### config.mk
export PLATFORM = sky130hd
export DESIGN_NAME = attribute_run_interval_table
export DESIGN_NICKNAME = d
export VERILOG_FILES = /design/src/rtl/core/arit_pkg.sv /design/src/rtl/core/arit_mem.sv /design/src/rtl/core/attribute_run_interval_table.sv
export VERILOG_INCLUDE_DIRS = /design/src /design/src/rtl/core
export SDC_FILE = /design/constraint.sdc
export NUM_CORES = 2
export LEC_CHECK = 0
export BUFFER_PORTS_ARGS = -buffer_cell sky130_fd_sc_hd__clkbuf_2
export CAP_MARGIN = 5
export CORE_AREA = 2 2 408 410
export DETAILED_ROUTE_END_ITERATION = 6
export DIE_AREA = 0 0 410 412
export MAX_ROUTING_LAYER = met4
export PLACE_DENSITY = 0.68
export SYNTH_ARGS = -nofsm -noshare
export SYNTH_HDL_FRONTEND = slang
export SYNTH_SLANG_ARGS = --single-unit
### constraint.sdc
create_clock -name clk_i -period 5.5 [get_ports clk_i]
set_input_delay 0.275 -clock clk_i [delete_from_list [all_inputs] [get_ports clk_i]]
set_output_delay 0.275 -clock clk_i [all_outputs]
set_load 0.01 [all_outputs]
### src/rtl/core/attribute_run_interval_table_assert.svh
// Assertion macros shared by the run interval table RTL.
`ifndef ATTRIBUTE_RUN_INTERVAL_TABLE_ASSERT_SVH
`define ATTRIBUTE_RUN_INTERVAL_TABLE_ASSERT_SVH

// Implication checked on every clock edge outside reset.
`define ARIT_ASSERT_IMP(label, ante, cons, msg) \
  label: assert property (@(posedge clk_i) disable iff (!rst_ni) (ante) |-> (cons)) \
    else $error(msg);

// Condition that must hold on every clock edge outside reset.
`define ARIT_ASSERT_ALWAYS(label, cond, msg) \
  label: assert property (@(posedge clk_i) disable iff (!rst_ni) (cond)) \
    else $error(msg);

`endif

### src/rtl/core/arit_pkg.sv
// ----------------------------------------------------------------------------
// arit_pkg
// Types and constants shared by the attribute run interval table.
// ----------------------------------------------------------------------------
`timescale 1ns / 1ps

package arit_pkg;

  localparam int unsigned POS_BITS      = 16;
  localparam int unsigned ATTR_BITS     = 8;
  localparam int unsigned COUNT_BITS    = 5;
  localparam int unsigned MAX_RUNS_DFLT = 16;

  localparam logic CMD_ASSIGN = 1'b0;
  localparam logic CMD_QUERY  = 1'b1;

  localparam logic STATUS_DONE = 1'b0;
  localparam logic STATUS_FULL = 1'b1;

  // One input transaction.
  typedef struct packed {
    logic                 command;
    logic [POS_BITS-1:0]  range_start;
    logic [POS_BITS-1:0]  range_length;
    logic [ATTR_BITS-1:0] attr_id;
    logic [POS_BITS-1:0]  position;
  } arit_item_t;

  // One result transaction.
  typedef struct packed {
    logic                  found;
    logic [ATTR_BITS-1:0]  found_attr;
    logic                  status;
    logic [COUNT_BITS-1:0] run_count;
  } arit_result_t;

  // One stored run, end exclusive and one bit wider than a position.
  typedef struct packed {
    logic [POS_BITS-1:0]  run_start;
    logic [POS_BITS:0]    run_end;
    logic [ATTR_BITS-1:0] run_attr;
  } arit_run_t;

  // Memory port control.
  typedef struct packed {
    logic rd_en;
    logic rd_bank;
    logic wr_en;
    logic wr_bank;
  } arit_mem_ctl_t;

endpackage

### src/rtl/core/arit_mem.sv
// ----------------------------------------------------------------------------
// arit_mem
// Two-bank run table memory, one write and one registered read per cycle.
// ----------------------------------------------------------------------------
`timescale 1ns / 1ps

module arit_mem #(
  parameter int unsigned MAX_RUNS = arit_pkg::MAX_RUNS_DFLT,
  parameter int unsigned IW       = $clog2(MAX_RUNS)
) (
  input  logic                  clk_i,
  input  arit_pkg::arit_mem_ctl_t ctl_i,
  input  logic [IW-1:0]         rd_idx_i,
  input  logic [IW-1:0]         wr_idx_i,
  input  arit_pkg::arit_run_t   wr_data_i,
  output arit_pkg::arit_run_t   rd_data_o
);
  import arit_pkg::*;

  arit_run_t mem_q [2*MAX_RUNS];
  arit_run_t rd_q;

  // Write port.
  always_ff @(posedge clk_i) begin
    if (ctl_i.wr_en) begin
      mem_q[{ctl_i.wr_bank, wr_idx_i}] <= wr_data_i;
    end
  end

  // Registered read port.
  always_ff @(posedge clk_i) begin
    if (ctl_i.rd_en) begin
      rd_q <= mem_q[{ctl_i.rd_bank, rd_idx_i}];
    end
  end

  assign rd_data_o = rd_q;

endmodule

### src/rtl/core/attribute_run_interval_table.sv
// ----------------------------------------------------------------------------
// attribute_run_interval_table
// Ordered table of attributed runs with assign and query transactions.
// ----------------------------------------------------------------------------
// A transaction is taken when start is high and busy is low; exactly one
// result follows on res_o, marked by res_valid_o for a single cycle, and the
// receiver cannot stall it. The result appears in the cycle in which busy
// falls, or in the cycle after acceptance when busy never rises. The runs live
// in a two-bank memory with one read and one write port. A query reads the
// active bank one entry at a time until a hit or the last entry, and does not
// raise busy on an empty table. An assign reads each run, writes the runs of
// the new table in order into the other bank while they fit, and then takes a
// finish step. A zero-length assign never raises busy. The banks swap only if
// the new table fits, so a rejected assign leaves the table untouched. No
// clearing pass is needed after reset.
`timescale 1ns / 1ps

module attribute_run_interval_table #(
  parameter int unsigned MAX_RUNS = arit_pkg::MAX_RUNS_DFLT
) (
  input  logic                   clk_i,
  input  logic                   rst_ni,
  input  logic                   start,
  input  arit_pkg::arit_item_t   item_i,
  output logic                   busy,
  output logic                   res_valid_o,
  output arit_pkg::arit_result_t res_o
);
  import arit_pkg::*;

  `include "attribute_run_interval_table_assert.svh"

  localparam int unsigned IW = $clog2(MAX_RUNS);
  localparam int unsigned HW = $clog2(MAX_RUNS + 1);
  localparam int unsigned NW = $clog2(3 * MAX_RUNS + 2);

  localparam logic [2:0] S_IDLE = 3'd0;
  localparam logic [2:0] S_RD   = 3'd1;
  localparam logic [2:0] S_EV   = 3'd2;
  localparam logic [2:0] S_EMIT = 3'd3;
  localparam logic [2:0] S_TAIL = 3'd4;
  localparam logic [2:0] S_FIN  = 3'd5;

  localparam logic [POS_BITS:0] POS_LIMIT = {1'b1, {POS_BITS{1'b0}}};

  logic [2:0]         state_q, state_d;
  logic [HW-1:0]      held_q, held_d;
  logic               bank_q, bank_d;
  logic [HW-1:0]      idx_q, idx_d;
  logic [NW-1:0]      n_q, n_d;
  logic               placed_q, placed_d;
  logic [1:0]         j_q, j_d;
  logic [1:0]         k_q, k_d;
  arit_item_t         item_q;
  logic [POS_BITS:0]  end_q;
  arit_run_t          list_q [3];
  arit_run_t          list_d [3];
  logic               res_valid_q, res_valid_d;
  arit_result_t       res_q, res_d;

  arit_mem_ctl_t      mem_ctl;
  logic [IW-1:0]      wr_idx;
  arit_run_t          wr_data;
  arit_run_t          rd_data;
  arit_run_t          new_run;
  logic [POS_BITS:0]  sum;
  logic [HW-1:0]      idx_nx;
  logic [HW+COUNT_BITS-1:0] cnt_ext;
  logic [NW+COUNT_BITS-1:0] n_ext;

  arit_mem #(.MAX_RUNS(MAX_RUNS), .IW(IW)) u_mem (
    .clk_i     (clk_i),
    .ctl_i     (mem_ctl),
    .rd_idx_i  (idx_q[IW-1:0]),
    .wr_idx_i  (wr_idx),
    .wr_data_i (wr_data),
    .rd_data_o (rd_data)
  );

  // End of the incoming range, saturated when registered, and the run it describes.
  assign sum     = {1'b0, item_i.range_start} + {1'b0, item_i.range_length};
  assign new_run = '{run_start: item_q.range_start, run_end: end_q,
                     run_attr: item_q.attr_id};
  assign idx_nx  = idx_q + HW'(1);
  assign cnt_ext = {{COUNT_BITS{1'b0}}, held_q};
  assign n_ext   = {{COUNT_BITS{1'b0}}, n_q};

  // Sequencer over the run table.
  always_comb begin
    state_d     = state_q;
    held_d      = held_q;
    bank_d      = bank_q;
    idx_d       = idx_q;
    n_d         = n_q;
    placed_d    = placed_q;
    j_d         = j_q;
    k_d         = k_q;
    list_d      = list_q;
    res_valid_d = 1'b0;
    res_d       = res_q;
    mem_ctl     = '{rd_en: 1'b0, rd_bank: bank_q, wr_en: 1'b0, wr_bank: ~bank_q};
    wr_idx      = n_q[IW-1:0];
    wr_data     = list_q[j_q];

    unique case (state_q)
      S_IDLE: begin
        if (start) begin
          idx_d    = '0;
          n_d      = '0;
          placed_d = 1'b0;
          res_d    = '{found: 1'b0, found_attr: '0, status: STATUS_DONE,
                       run_count: cnt_ext[COUNT_BITS-1:0]};
          if (item_i.command == CMD_QUERY) begin
            if (held_q == '0) begin
              res_valid_d = 1'b1;
            end else begin
              state_d = S_RD;
            end
          end else if (item_i.range_length == '0) begin
            res_valid_d = 1'b1;
          end else if (held_q == '0) begin
            state_d = S_TAIL;
          end else begin
            state_d = S_RD;
          end
        end
      end
      S_RD: begin
        mem_ctl.rd_en = 1'b1;
        state_d       = S_EV;
      end
      S_EV: begin
        if (item_q.command == CMD_QUERY) begin
          if ({1'b0, rd_data.run_start} <= {1'b0, item_q.position} &&
              {1'b0, item_q.position} < rd_data.run_end) begin
            res_d.found      = 1'b1;
            res_d.found_attr = rd_data.run_attr;
            res_valid_d      = 1'b1;
            state_d          = S_IDLE;
          end else if (idx_nx == held_q) begin
            res_valid_d = 1'b1;
            state_d     = S_IDLE;
          end else begin
            idx_d   = idx_nx;
            state_d = S_RD;
          end
        end else begin
          // Split the stored run into the pieces that survive around the new one, and place the new run once in order.
          k_d = '0;
          if (rd_data.run_end <= {1'b0, item_q.range_start}) begin
            list_d[0] = rd_data;
            k_d       = 2'd1;
          end else if ({1'b0, rd_data.run_start} >= end_q) begin
            if (!placed_q) begin
              list_d[0] = new_run;
              list_d[1] = rd_data;
              k_d       = 2'd2;
            end else begin
              list_d[0] = rd_data;
              k_d       = 2'd1;
            end
            placed_d = 1'b1;
          end else begin
            if (rd_data.run_start < item_q.range_start) begin
              list_d[k_d] = '{run_start: rd_data.run_start,
                              run_end: {1'b0, item_q.range_start},
                              run_attr: rd_data.run_attr};
              k_d = k_d + 2'd1;
            end
            if (!placed_q) begin
              list_d[k_d] = new_run;
              k_d = k_d + 2'd1;
            end
            if (rd_data.run_end > end_q) begin
              list_d[k_d] = '{run_start: end_q[POS_BITS-1:0],
                              run_end: rd_data.run_end,
                              run_attr: rd_data.run_attr};
              k_d = k_d + 2'd1;
            end
            placed_d = 1'b1;
          end
          j_d = '0;
          if (k_d != '0) begin
            state_d = S_EMIT;
          end else if (idx_nx == held_q) begin
            state_d = S_FIN;
          end else begin
            idx_d   = idx_nx;
            state_d = S_RD;
          end
        end
      end
      S_EMIT: begin
        mem_ctl.wr_en = (n_q < NW'(MAX_RUNS));
        n_d           = n_q + NW'(1);
        j_d           = j_q + 2'd1;
        if (j_q + 2'd1 == k_q) begin
          if (idx_nx == held_q) begin
            state_d = placed_q ? S_FIN : S_TAIL;
          end else begin
            idx_d   = idx_nx;
            state_d = S_RD;
          end
        end
      end
      S_TAIL: begin
        mem_ctl.wr_en = (n_q < NW'(MAX_RUNS));
        wr_data       = new_run;
        n_d           = n_q + NW'(1);
        state_d       = S_FIN;
      end
      S_FIN: begin
        // Swap banks only when the rebuilt table fits.
        if (n_q > NW'(MAX_RUNS)) begin
          res_d.status = STATUS_FULL;
        end else begin
          bank_d          = ~bank_q;
          held_d          = n_q[HW-1:0];
          res_d.run_count = n_ext[COUNT_BITS-1:0];
        end
        res_valid_d = 1'b1;
        state_d     = S_IDLE;
      end
      default: begin
        state_d = S_IDLE;
      end
    endcase
  end

  // Control registers.
  always_ff @(posedge clk_i or negedge rst_ni) begin
    if (!rst_ni) begin
      state_q     <= S_IDLE;
      held_q      <= '0;
      bank_q      <= 1'b0;
      idx_q       <= '0;
      n_q         <= '0;
      placed_q    <= 1'b0;
      j_q         <= '0;
      k_q         <= '0;
      res_valid_q <= 1'b0;
    end else begin
      state_q     <= state_d;
      held_q      <= held_d;
      bank_q      <= bank_d;
      idx_q       <= idx_d;
      n_q         <= n_d;
      placed_q    <= placed_d;
      j_q         <= j_d;
      k_q         <= k_d;
      res_valid_q <= res_valid_d;
    end
  end

  // Payload registers.
  always_ff @(posedge clk_i) begin
    res_q  <= res_d;
    list_q <= list_d;
    if (state_q == S_IDLE && start) begin
      item_q <= item_i;
      end_q  <= (sum > POS_LIMIT) ? POS_LIMIT : sum;
    end
  end

  assign busy        = (state_q != S_IDLE);
  assign res_valid_o = res_valid_q;
  assign res_o       = res_q;

  `ARIT_ASSERT_ALWAYS(a_held_bound, held_q <= HW'(MAX_RUNS), "run count above table depth")
  `ARIT_ASSERT_IMP(a_full_no_hit, res_valid_q && res_q.status, !res_q.found,
                   "full status together with a query hit")
  `ARIT_ASSERT_IMP(a_swap_only_fin, bank_q != $past(bank_q), $past(state_q) == S_FIN,
                   "bank swap outside the finish step")
  `ARIT_ASSERT_IMP(a_res_ends_item, res_valid_q, state_q == S_IDLE,
                   "result shown while still busy")

endmodule
# Word level (Yosys, flattened, before mapping)
# Memory sizes are Yosys's and may differ from the RTL's. A register that Yosys moved wholly into a read port is not among the register bits.
# Index checks and enable logic that the tools add are counted.
[classes]
eq_ne = 20
addsub = 6
bitwise_logic = 8
magnitude_cmp = 14
reduce_logical = 27
muxes = 89
[op_table]
columns = ["operator", "n"]
rows = [
  ["$mux W123", 6],
  ["$mux W41", 13],
  ["$bwmux W123", 2],
  ["$demux W41 S2", 2],
  ["$bmux W41 S2", 1],
  ["$mux W82", 1],
  ["$mux W5", 7],
  ["$mux W2", 16],
  ["$mux W3", 10],
  ["$pmux W6 S2", 2],
  ["$reduce_and A4 Y1", 5],
  ["$mux W1", 19],
  ["$mux W9", 2],
  ["$ne A2 B2 Y1 const B", 9],
  ["$pmux W9 S2", 1],
  ["$add A16 B16 Y17", 1],
  ["$ge A16 B17 Y1", 1],
  ["$gt A17 B17 Y1", 1],
  ["$gt A17 B17 Y1 const B", 1],
  ["$le A17 B16 Y1", 1],
  ["$lt A16 B17 Y1", 1],
  ["$le A16 B16 Y1", 1],
  ["$logic_not A16 Y1", 1],
  ["$lt A16 B16 Y1", 1],
  ["31 further kinds", 59],
]
[totals]
ramBits = 1312
output_inout_bits = 17
memories = 1
elab_cells = 192
input_bits = 60
register_bits = 222
[memory_table]
columns = ["name", "depth", "word_bits", "rd", "rd_ports_with_merged_regs", "write_ports", "line", "source"]
rows = [
  ["u_mem.mem_q", 32, 41, 1, 1, 1, "arit_mem.sv:20", "arit_run_t mem_q [2*MAX_RUNS];"],
]

# Logic depth before layout (Yosys ltp)
[depth]
ltp_word = 22
depth_mapped = 16

# By module
# From an unflattened synthesis, not the netlist that was laid out.
[hier_totals]
cells_unflattened = 4369
hier_area_um2 = 66976.7
[modules_own_cells]
columns = ["module", "n_inst", "cells_per_inst", "area_per_inst_um2"]
rows = [
  ["arit_mem", 1, 2883, 52208.8],
  ["attribute_run_interval_table", 1, 1486, 14767.9],
]

# Least setup slack after synthesis
# OpenSTA, ideal clock, no wires.
[synth_timing]
path_kind = "register to register"
from = "reg item_q[42] (netlist name)"
to = "reg list_q[0] (netlist name) (enable)"
t_required_ns = 5.010
t_arrival_ns = 4.859
path_stages_with_launch = 13
setup_slack_ns = 0.151
synth_period_minus_slack_ns = 5.349
cell_sequence = "edfxtp_1 -> inv_1 -> ha_1 -> a21oi_1 -> o21ai_0 -> a211oi_1 -> o21ai_0 -> a21o_1 -> clkbuf_1 -> inv_1 -> ha_1 -> nand2_1 -> nor3_1"
[synth_via]
elab_chain_len = 3
[synth_lines]
columns = ["item", "line", "source"]
rows = [
  ["start: declaration", "attribute_run_interval_table.sv:54", "arit_item_t item_q;"],
  ["start signal: assignment", "attribute_run_interval_table.sv:260", "item_q <= item_i;"],
  ["$le A17 B16 Y1", "attribute_run_interval_table.sv:150", "if (rd_data.run_end <= {1'b0, item_q.range_start}) begin"],
  ["$not A1 Y1 (no source line)", "n/a", ""],
  ["$reduce_and A4 Y1 (no source line)", "n/a", ""],
  ["end signal: assignment", "attribute_run_interval_table.sv:258", "list_q <= list_d;"],
  ["end: declaration", "attribute_run_interval_table.sv:56", "arit_run_t list_q [3];"],
]
# No other way between the ends.
# A chain may end at the register's enable or synchronous reset.

# Final worst setup path
[layout_timing]
from = "reg state_q[2]"
to = "mem u_mem.mem_q[23][40] (netlist name) (enable)"
[layout_via]
elab_chain_len = 5
word_cells_on_any_way = 6
classes_between = "eq/ne: 2; mux: 3; reduce/logical: 1"
[layout_lines]
columns = ["item", "line", "source"]
rows = [
  ["start: declaration", "attribute_run_interval_table.sv:46", "logic [2:0] state_q, state_d;"],
  ["start signal: assignment", "attribute_run_interval_table.sv:243", "state_q <= state_d;"],
  ["$eq A3 B2 Y1 or $eq A3 B3 Y1 (tied branches)", "attribute_run_interval_table.sv:105", "unique case (state_q)"],
  ["$reduce_or A2 Y1 (no source line) (*)", "n/a", ""],
  ["$mux W1 (*)", "n/a", ""],
  ["$mux W1 (*)", "arit_mem.sv:25", "if (ctl_i.wr_en) begin"],
  ["$mux W1 (not written as such) (*)", "arit_mem.sv:26", "mem_q[{ctl_i.wr_bank, wr_idx_i}] <= wr_data_i;"],
  ["end: declaration", "arit_mem.sv:20", ""],
]
# Every way passes the cells marked *; elsewhere a longest branch is shown, timed or not.

==> flow_results.xml <==
<?xml version="1.0" encoding="UTF-8"?>
<metrics>
  <group name="pwr">
    <metric name="power_frac_comb" unit="%">31.4</metric>
    <metric name="p_switching" unit="mW">13.8</metric>
    <metric name="power_report.internal_total" unit="mW">27.0</metric>
    <metric name="power.ir.vdd_worst" unit="V">0.000453</metric>
    <metric name="power.sequential.fraction" unit="%">42.7</metric>
    <metric name="swShare" unit="%">33.8</metric>
    <metric name="power.density_cell_area" unit="nW/um^2">544</metric>
    <metric name="clkPwrFrac" unit="%">25.9</metric>
    <metric name="cellLeakagePower" unit="nW">24.2</metric>
  </group>
  <group name="timing">
    <metric name="count_of_endpoints_failing_setup_in_the_final_report" unit="">0</metric>
    <metric name="max-slew-margin-rel" unit="%">20.6</metric>
    <metric name="rsz_0062_raised_after_global_routing" unit="">no</metric>
    <metric name="fin_worst_skew" unit="ps">30.4</metric>
    <metric name="finalCriticalPeriod" unit="ps">4130</metric>
    <metric name="worst_slack" unit="ps">1370</metric>
    <metric name="setup_total_negative_slack" unit="ps">0</metric>
    <metric name="worst-slew-pin-transition" unit="ps">1190</metric>
    <metric name="report.final.slew_viol_count" unit="">0</metric>
    <metric name="post-route-period-util" unit="%">75.2</metric>
    <metric name="finalHoldViolations" unit="">0</metric>
    <metric name="fmaxAchievable" unit="MHz">242</metric>
  </group>
  <group name="cells_and_area">
    <metric name="finalInstanceArea" unit="um^2">74900</metric>
    <metric name="drive_gt1_share" unit="%">24.4</metric>
    <metric name="nFillCells" unit="">13600</metric>
    <metric name="most-common-layout-cells" unit="">1549 x edfxtp_1, 410 x mux4_2, 232 x nand2_1, 178 x nor2_1, 159 x clkbuf_16</metric>
    <metric name="layout.cells.most_common" unit="">edfxtp_1</metric>
    <metric name="area_growth" unit="%">14.5</metric>
    <metric name="layout.nets" unit="">3871</metric>
  </group>
  <group name="clock_tree">
    <metric name="tritoncts_clock_tree" unit="">done</metric>
    <metric name="cts_sinks" unit="">1575</metric>
    <metric name="clock_tree.buffer_depth" unit="">3</metric>
    <metric name="cts.root.buffer_cell" unit="">clkbuf_16</metric>
    <metric name="cts.clk_slew.worst_paths" unit="ps">60</metric>
    <metric name="cts-buffers-inserted" unit="">159</metric>
    <metric name="post_cts_resized" unit="">0</metric>
    <metric name="postCtsSetupRepairBufs" unit="">0</metric>
    <metric name="clock_latency" unit="ps">810</metric>
    <metric name="h_tree_depth_reported_by_cts" unit="">4</metric>
  </group>
  <group name="place">
    <metric name="globalplace.congestion" unit="">0.937</metric>
    <metric name="place_area" unit="um^2">69400</metric>
    <metric name="io_buffers" unit="">76</metric>
    <metric name="place.detailed.hpwl" unit="um">104000</metric>
    <metric name="post-place-ws" unit="ps">1440</metric>
  </group>
  <group name="logic_synthesis">
    <metric name="synth_seq_cells" unit="">1575</metric>
    <metric name="synthesis.area" unit="um^2">65500</metric>
    <metric name="syn-mean-instance-area" unit="um^2">18.8</metric>
    <metric name="synth_flop_cell" unit="">edfxtp_1</metric>
    <metric name="ys_seq_area_share" unit="%">72.1</metric>
    <metric name="yosysWarningCount" unit="">0</metric>
    <metric name="netlist_instances" unit="">3487</metric>
    <metric name="synth-edff-count" unit="">1549</metric>
    <metric name="syn-num-nets" unit="">3666</metric>
    <metric name="postSynth.asyncResetShare" unit="%">1.65</metric>
    <metric name="yosys.cell_types.count" unit="">78</metric>
  </group>
  <group name="flow_run">
    <metric name="timing.max_cap.violations" unit="">0</metric>
  </group>
  <group name="worst_hold_path">
    <metric name="hold_path.class" unit="">input pin to flop</metric>
    <metric name="worst_hold_startpoint" unit="">item_i[34]</metric>
  </group>
  <group name="setup_path">
    <metric name="timing.critical_path.from_type" unit="">flop</metric>
    <metric name="criticalPathCategory" unit="">flop to flop</metric>
    <metric name="startpoint_of_the_worst_setup_timing_path" unit="">state_q[2]</metric>
    <metric name="worstPathMaxFanout" unit="">29</metric>
    <metric name="worst_ep_arrival_time" unit="ps">4620</metric>
    <metric name="worst_r2r_startpoint" unit="">state_q[2]</metric>
    <metric name="cp-end-kind" unit="">flop</metric>
    <metric name="data_required_time_of_the_critical_path" unit="ps">5980</metric>
  </group>
  <group name="global_routing">
    <metric name="grt_pass1_wl" unit="um">247000</metric>
    <metric name="antenna_found_initial" unit="">7</metric>
    <metric name="grt_pass1_vias" unit="">35000</metric>
    <metric name="globalRoute.totalOverflow" unit="">0</metric>
    <metric name="maximum_number_of_pins_on_one_net_before_global_route_repair" unit="">84</metric>
    <metric name="grt_usage" unit="%">20.6</metric>
  </group>
  <group name="floorplanning">
    <metric name="ios" unit="">77</metric>
    <metric name="placeableCoreArea" unit="um^2">164000</metric>
    <metric name="floorplan.initialDensity" unit="%">39.9</metric>
    <metric name="num_rows" unit="">149</metric>
    <metric name="dieArea" unit="um^2">169000</metric>
    <metric name="floorplan.die.height" unit="um">412</metric>
    <metric name="floorplan.die.width" unit="um">410</metric>
  </group>
  <group name="routing">
    <metric name="route.detailed.drc" unit="">0</metric>
    <metric name="initialDrtViolationCount" unit="">4832</metric>
    <metric name="avgRoutedWirePerCell" unit="um">28.1</metric>
    <metric name="drt-total-wl" unit="um">169000</metric>
    <metric name="detail_route.first_pass.iterations" unit="">5</metric>
    <metric name="antenna_left" unit="">0</metric>
    <metric name="num_vias" unit="">35000</metric>
    <metric name="route.detailed.vias_per_inst" unit="">5.82</metric>
  </group>
  <group name="outcome">
    <metric name="status" unit="">finished clean</metric>
  </group>
</metrics>
## logic make-up (layout without fill, tap and decap cells)
logic type / after synthesis / count (layout) / synth area share, %
adders and majority gates: 119 / 119 / 2.29
DFF: 1575 / 1575 / 72.1
AOI/OAI and AO/OA: 410 / 410 / 4.08
muxes: 518 / 518 / 15.8
and+or+nand+nor: 571 / 571 / 3.80
xor gates and xnor gates: 23 / 23 / 0.308
buffers and inverters: 271 / 599 / 1.70
other: 0 / 3 / 0
## synthesized netlist by cell type, drive strengths merged, types with 36 or more instances
| cell | n | area share [%] |
|---|---|---|
| a21oi | 119 | 0.93 |
| buf | 74 | 0.57 |
| clkbuf | 111 | 0.64 |
| edfxtp | 1549 | 71 |
| ha | 118 | 2.3 |
| inv | 85 | 0.49 |
| mux2i | 103 | 1.6 |
| mux4 | 410 | 14 |
| nand2 | 235 | 1.4 |
| nor2 | 211 | 1.2 |
| o211ai | 36 | 0.41 |
| o21ai | 80 | 0.62 |
## per-layer routing
layer / vias to the layer above / wire length (um) / global-route usage [%]
met2: 1720 / 78600 / 31.0
met5: - / 0 / -
met3: 268 / 15900 / 4.33
li1: 14600 / - / -
met1: 18400 / 69700 / 28.3
met4: 0 / 4780 / 6.26
## critical path, stage by stage, from the launching register on
cell and delay (ps):
dfrtp_1 520, nand2b_1 360, nor2_1 310, a21oi_1 190
nor3_1 450, nand2_1 570, nor2_4 990, buf_4 380
## power by group through the flow
| stage | Clock (mW) | Combinational [mW] | Sequential (mW) |
|---|---|---|---|
| after global placement | 0 | 12.5 | 17.6 |
| after global routing | 11.2 | 13.7 | 17.5 |
| final | 10.6 | 12.8 | 17.4 |
| after CTS | 10.7 | 12.7 | 17.4 |
| after detailed placement | 0 | 12.7 | 17.6 |
| after floorplan | 0 | 8.15 | 17.1 |
## area by class of cell
cell class                      count  area [um^2]  area share (%)
Antenna cell                        3         7.51          0.0100
Clock buffer                      197         4130            5.51
Clock inverter                     87          917            1.22
Inverter                           86          323           0.431
Multi-Input combinational cell   1641        17700            23.7
Sequential cell                  1575        47200            63.0
Tap cell                         2189         2740            3.66
Timing Repair Buffer              229         1870            2.50
## metrics by stage
stage | utilization, % | power [mW] | hold WS [ps] | instances
6_report | 45.6 | 40.8 | 87.6 | 6007
5_1_grt | 45.6 | 42.4 | 129 | 6006
4_1_cts | 45.6 | 40.8 | 36.5 | 6004
3_5_place_dp | 42.3 | 30.3 | 374 | 5677
3_3_place_gp | 42.3 | 30.0 | 374 | 5676
2_1_floorplan | - | 25.3 | -20.6 | 3487
## what timing repair did
item | in CTS | in global routing
hold endpoints to repair | 68 | 0
endpoints found under the setup margin | 0 | 0
hold buffers | 43 | 0
## worst paths after layout
check                      depth (start not counted)             endpoint  slack, ps
max                                                7  u_mem.mem_q[23][40]       1370
min                                                4            end_q[10]         90
max reg2reg                                        7  u_mem.mem_q[23][40]       1370
min reg2reg                                        1               k_q[0]        520
max in group asynchronous                          2               bank_q       4760
min in group asynchronous                          2          res_valid_o        120
## flip-flops by register name, indices dropped and copies added, names as in the netlist, 5 cells and up
signal / count
u_mem.rd_data_o: 41
list_q: 123
n_q: 6
end_q: 17
res_o: 15
u_mem.mem_q: 1312
idx_q: 5
held_q: 5
item_q: 41
(Power assumes the default switching activity.)
